===== config.mk =====
export PLATFORM = sky130hd
export DESIGN_NAME = mdl_mod_unit
export DESIGN_NICKNAME = d
export VERILOG_FILES = /design/src/hw/rtl/mdl_pkg.sv /design/src/hw/rtl/mdl_mod_unit.sv
export SDC_FILE = /design/constraint.sdc
export NUM_CORES = 1
export LEC_CHECK = 0
export BUFFER_PORTS_ARGS = -buffer_cell sky130_fd_sc_hd__clkbuf_2
export CAP_MARGIN = 30
export CORE_MARGIN = 8
export CORE_UTILIZATION = 50
export CTS_BUF_LIST = sky130_fd_sc_hd__clkbuf_2
export DETAILED_ROUTE_END_ITERATION = 16
export MAX_ROUTING_LAYER = met4
export PLACE_DENSITY_LB_ADDON = 0.3
export SLEW_MARGIN = 20
export SYNTH_ARGS = -nofsm -noshare
export SYNTH_HDL_FRONTEND = slang
export SYNTH_SLANG_ARGS = --single-unit
export TNS_END_PERCENT = 50

===== constraint.sdc =====
create_clock -name clk -period 10.6 [get_ports clk]
set_input_delay 1.06 -clock clk [delete_from_list [all_inputs] [get_ports clk]]
set_output_delay 1.06 -clock clk [all_outputs]
set_load 0.01 [all_outputs]

===== src/hw/rtl/mdl_pkg.sv =====
// Shared constants, register codes and the sequencer state type for the
// midpoint displacement line block. No dependencies.
package mdl_pkg;

  localparam int LINE_LENGTH  = 512;   // default line length, positions 0..LINE_LENGTH
  localparam int STACK_DEPTH  = 10;    // interval stack entries
  localparam int DEPTH_W      = 4;     // interval depth field
  localparam int CFG_W        = 10;    // start_limit and height_ceiling
  localparam int H_W          = 11;    // signed height
  localparam int WORD_W       = 31;    // random word
  localparam int POS_W        = 10;    // position field of a result
  localparam int DIVISOR_W    = CFG_W + 1;  // 2*limit+1
  localparam int MOD_BPC      = 4;     // remainder bits resolved per cycle
  localparam int LIMIT_MIN    = 2;     // below this there is no displacement

  localparam logic [CFG_W-1:0] START_LIMIT_RST = 10'd256;
  localparam logic [CFG_W-1:0] CEILING_RST     = 10'd511;

  // register index on paddr[2]
  localparam logic REG_START_LIMIT    = 1'b0;
  localparam logic REG_HEIGHT_CEILING = 1'b1;

  // op codes
  localparam logic OP_START = 1'b0;
  localparam logic OP_STEP  = 1'b1;

  typedef enum logic [2:0] {
    ST_IDLE,
    ST_START,
    ST_READ,
    ST_WAIT,
    ST_EMIT
  } state_t;

endpackage


===== src/hw/rtl/mdl_mod_unit.sv =====
// Iterative remainder unit: word mod divisor, MOD_BPC bits per cycle.
// Depends on mdl_pkg.
module mdl_mod_unit (
  input  logic                          clk,
  input  logic                          rst_n,
  input  logic                          start,
  input  logic [mdl_pkg::WORD_W-1:0]    dividend,
  input  logic [mdl_pkg::DIVISOR_W-1:0] divisor,
  output logic [mdl_pkg::DIVISOR_W-1:0] rem,
  output logic                          done
);

  localparam int DVW   = mdl_pkg::DIVISOR_W;
  localparam int BPC   = mdl_pkg::MOD_BPC;
  localparam int PAD_W = ((mdl_pkg::WORD_W + BPC - 1) / BPC) * BPC;
  localparam int STEPS = PAD_W / BPC;
  localparam int CNT_W = (STEPS > 1) ? $clog2(STEPS) : 1;

  logic [PAD_W-1:0] dvd_r, dvd_nxt;
  logic [DVW-1:0]   dsr_r;
  logic [DVW-1:0]   rem_r, rem_nxt;
  logic [CNT_W-1:0] cnt_r;
  logic             busy_r;
  logic             done_r;
  logic [DVW:0]     cand;
  logic [DVW-1:0]   part;

  // restoring remainder steps over the top BPC dividend bits
  always_comb begin
    part = rem_r;
    cand = '0;
    for (int i = 0; i < BPC; i++) begin
      cand = {part, dvd_r[PAD_W-1-i]};
      if (cand >= {1'b0, dsr_r}) begin
        cand = cand - {1'b0, dsr_r};
      end
      part = cand[DVW-1:0];
    end
    rem_nxt = part;
    dvd_nxt = dvd_r << BPC;
  end

  always_ff @(posedge clk) begin
    if (start) begin
      dvd_r <= PAD_W'(dividend);
      dsr_r <= divisor;
      rem_r <= '0;
    end else if (busy_r) begin
      dvd_r <= dvd_nxt;
      rem_r <= rem_nxt;
    end
  end

  always_ff @(posedge clk) begin
    if (!rst_n) begin
      busy_r <= 1'b0;
      done_r <= 1'b0;
      cnt_r  <= '0;
    end else if (start) begin
      busy_r <= 1'b1;
      done_r <= 1'b0;
      cnt_r  <= '0;
    end else if (busy_r) begin
      cnt_r <= cnt_r + 1'b1;
      if (cnt_r == CNT_W'(STEPS - 1)) begin
        busy_r <= 1'b0;
        done_r <= 1'b1;
      end
    end
  end

  assign rem  = rem_r;
  assign done = done_r;

endmodule


==> run summary <==
Clock tree synthesis inserted a total of 9 buffers. Data on the critical path arrives at its endpoint at 9910 ps. The routed via count is 3,953, and the share of the core filled with cells in the final layout is 57.8%. Headroom to the max-slew limit came out at 44.9%. The fraction of layout cells with a size suffix above 1 is 23.2%. Setup repair after global routing left no endpoint under its margin. Input and output buffers added on the ports amount to 56. The logs give 0 for the max-cap violation count and 0 for the post-CTS resize count. The number of hold buffers added after CTS was 0. Row generation in the floorplan step produced 35 rows. Yosys mapped a number of flops with a built-in enable equal to 42. For the number of placed I/O pins, the log shows 57. The cell seen most often among critical-path stages is ha_1.

Clock tree synthesis selected as its root buffer the cell clkbuf_2. In this run the biggest area consumer among cell types represents 26.4% of the synthesized area. The remaining antenna violation count is 0, and the share of the clock period used by the worst path is 89.4%. Chip width: 114 um. The cell area reported after detailed placement was 5200 um^2; the number of flip-flops and latches in the synthesized netlist was 59.

The time the worst path needs with I/O delays and setup works out to 9480 ps. Of all cell types, the one taking the most synthesized area is edfxtp_1. Relative to the synthesized area, the layout overhead comes to 11.8%. Yosys mapped the design onto 70 distinct sky130hd cell types. The final hold violation count is 0, and the vias per cell is 5.88.

For this configuration, the core starts out at a cell density of 51.6%. The longest clock path from root to sink contains 2 buffers. The logs give 0.949 for the final weighted congestion of routability-driven global placement and 19,800 um for the first-pass GRT wire length.

Summing all non-filler instances in the final layout gives an area of 5340 um^2. For this block, the initial DRC count from the detailed router was 290. The run gives 0 as the number of pins exceeding their max-slew limit in the final report. Number of global-route vias before repair: 4,067. Yosys printed 0 warnings.

The floorplan step set the die height to 114 um. The logs give 20.1% for the total global routing track utilization and 53 for the maximum number of pins on one net before global-route repair. The critical path class is flip-flop to flip-flop.

The logs give 505 ps for the final-layout worst hold slack and 0 for the final routed DRC violation total. The average instance area after synthesis is 9.92 um^2. The prevailing post-synth register cell is edfxtp_1. On the final layout, the worst clock skew is 33.2 ps.

Setup total negative slack on the finished layout was measured at 0 ps. The tightest min-delay check is of the flip-flop to flip-flop type. The final layout contains 633 nets.

In this run the cell area of the synthesized design comes to 4770 um^2. Yosys instantiated no cell more often than ha_1. After synthesis, flip-flops and latches occupy 33.6% of the total area.

The area inside the core boundary was 9240 um^2; the post-synthesis net count was 576. Counting every instance in the synthesized netlist gives 481. The flow ran to the end, and the final reports show no timing, DRC or antenna violations.

The repair_antennas step left the layout with diodes totalling 0. Sort of element at the start of the critical path: a flip-flop. The cell at the slowest stage of the critical path is or4b_1. The number of buffers inserted by post-CTS setup repair was 0; the setup violation total in the final timing report was 0. Worst-margin pin slew: 826 ps.

Largest fanout on the critical path: 12. The share of flip-flops with an asynchronous set or reset was 0%; the leftover overflow at the end of global routing was 0. The clock insertion delay at the later pin of the skew report was 510 ps; the die area was 12,900 um^2. The total iterations of the first detailed-routing run was 5. On the worst path, the slowest cell contributes a delay of 570 ps. The endpoint required time on the critical path is 11,020 ps, and the clock-pin slew on the worst setup and hold paths is 180 ps. The tools report the number of antenna violations at the first check in global routing as 0.

The wire-length estimate of the detail-placed layout is 9770 um. The clock net in this run drives a total of 59 sinks. Based on the critical path, the design can be clocked at up to 105 MHz.

In the final routed layout, each cell accounts on average for 18.3 um. The worst setup path is captured at a flip-flop. TritonCTS built the clock tree. Ranked by total cell area, the synthesized netlist is headed by edfxtp_1, ha_1, mux2_2. The final layout contains routed wiring with a total length of 12,300 um.

The commonest cells after synthesis are ha_1, edfxtp_1, mux2_2. The H-tree was split into 3 levels.
==> stage by stage <==
step | setup WS, ps | instances
after floorplan | 2000 | 481
after global placement | 1450 | 655
after detailed placement | 1250 | 656
after CTS | 1190 | 672
after global routing | 419 | 672
final | 1120 | 672
==> registers in the layout, summed over array words and instances (netlist names) <==
register / count
done: 1
dvd_r: 32
busy_r: 1
dsr_r: 11
rem: 11
cnt_r: 3
==> routing by layer <==
layer | wire length, um | part of all wire [%] | up-vias | global-route usage, %
li1 | - | - | 1917 | -
met2 | 5850 | 48 | 150 | 33.1
met4 | 416 | 3.4 | 0 | 7.46
met3 | 842 | 6.9 | 33 | 4.75
met1 | 5180 | 42 | 1853 | 23.4
met5 | 0 | 0 | - | -
==> layout by cell type (no fill, tap or decap), types with 4 or more instances in the layout <==
cell type | synthesis | layout
nor2b_1 | 11 | 11
o311ai_1 | 4 | 4
inv_1 | 32 | 32
o21ai_1 | 8 | 8
a211oi_1 | 6 | 6
dfxtp_1 | 17 | 17
fa_1 | 4 | 4
ha_1 | 46 | 46
o21ai_0 | 15 | 15
or3_1 | 4 | 4
and3_1 | 9 | 9
mux2_2 | 39 | 39
and2_1 | 5 | 5
mux2i_1 | 6 | 6
nand3_1 | 8 | 8
nor2_1 | 28 | 28
a21oi_1 | 27 | 27
edfxtp_1 | 42 | 42
xnor2_1 | 19 | 19
mux2_1 | 4 | 4
clkbuf_2 | 0 | 66
xor2_1 | 8 | 8
nand2b_1 | 6 | 6
a31oi_1 | 4 | 4
nor3_1 | 10 | 10
nand2_1 | 27 | 27
a21o_1 | 11 | 11
o211ai_1 | 4 | 4
o21a_1 | 8 | 8
==> worst max-delay path, delay by kind of cell, from the launching register on <==
kind	cells	cell delay (ps)
multiplexers	3	1130
flip-flops	1	490
AND/OR/NAND/NOR	10	2430
adder cells (fa/ha/maj)	5	1670
AO/OA/AOI/OAI	14	3440
buffers and inverters	2	250
==> cell type report <==
cell class / instances / area, um^2
fill: 829 / 3900
inverter: 32 / 120
timing repair buffer: 60 / 330
multi-input combinational: 376 / 2980
clock inverter: 6 / 88.8
clock buffer: 10 / 50.0
tap: 129 / 161
sequential: 59 / 1600
==> final timing paths <==
check            from     end  slack [ps]  cells past startpoint
max          dsr_r[0]  rem[9]        1120                     34
min              done    done         500                      2
max reg2reg  dsr_r[0]  rem[9]        1120                     34
min reg2reg      done    done         500                      2
==> cells by family (layout without fill, tap and decap cells) <==
| kind of cell | count (synthesis) | in the layout | synth area share, % |
|---|---|---|---|
| AND/OR/NAND/NOR | 127 | 127 | 13.9 |
| AO/OA/AOI/OAI | 122 | 122 | 18.2 |
| flip-flops | 59 | 59 | 33.6 |
| adder cells (fa/ha/maj) | 50 | 50 | 13.7 |
| multiplexers | 50 | 50 | 11.7 |
| buffers and inverters | 46 | 108 | 3.91 |
| XOR/XNOR | 27 | 27 | 4.96 |
Power is left out: the tool's default activity adds up to more than one toggle a clock period on the data nets, which glitch-free logic cannot reach.
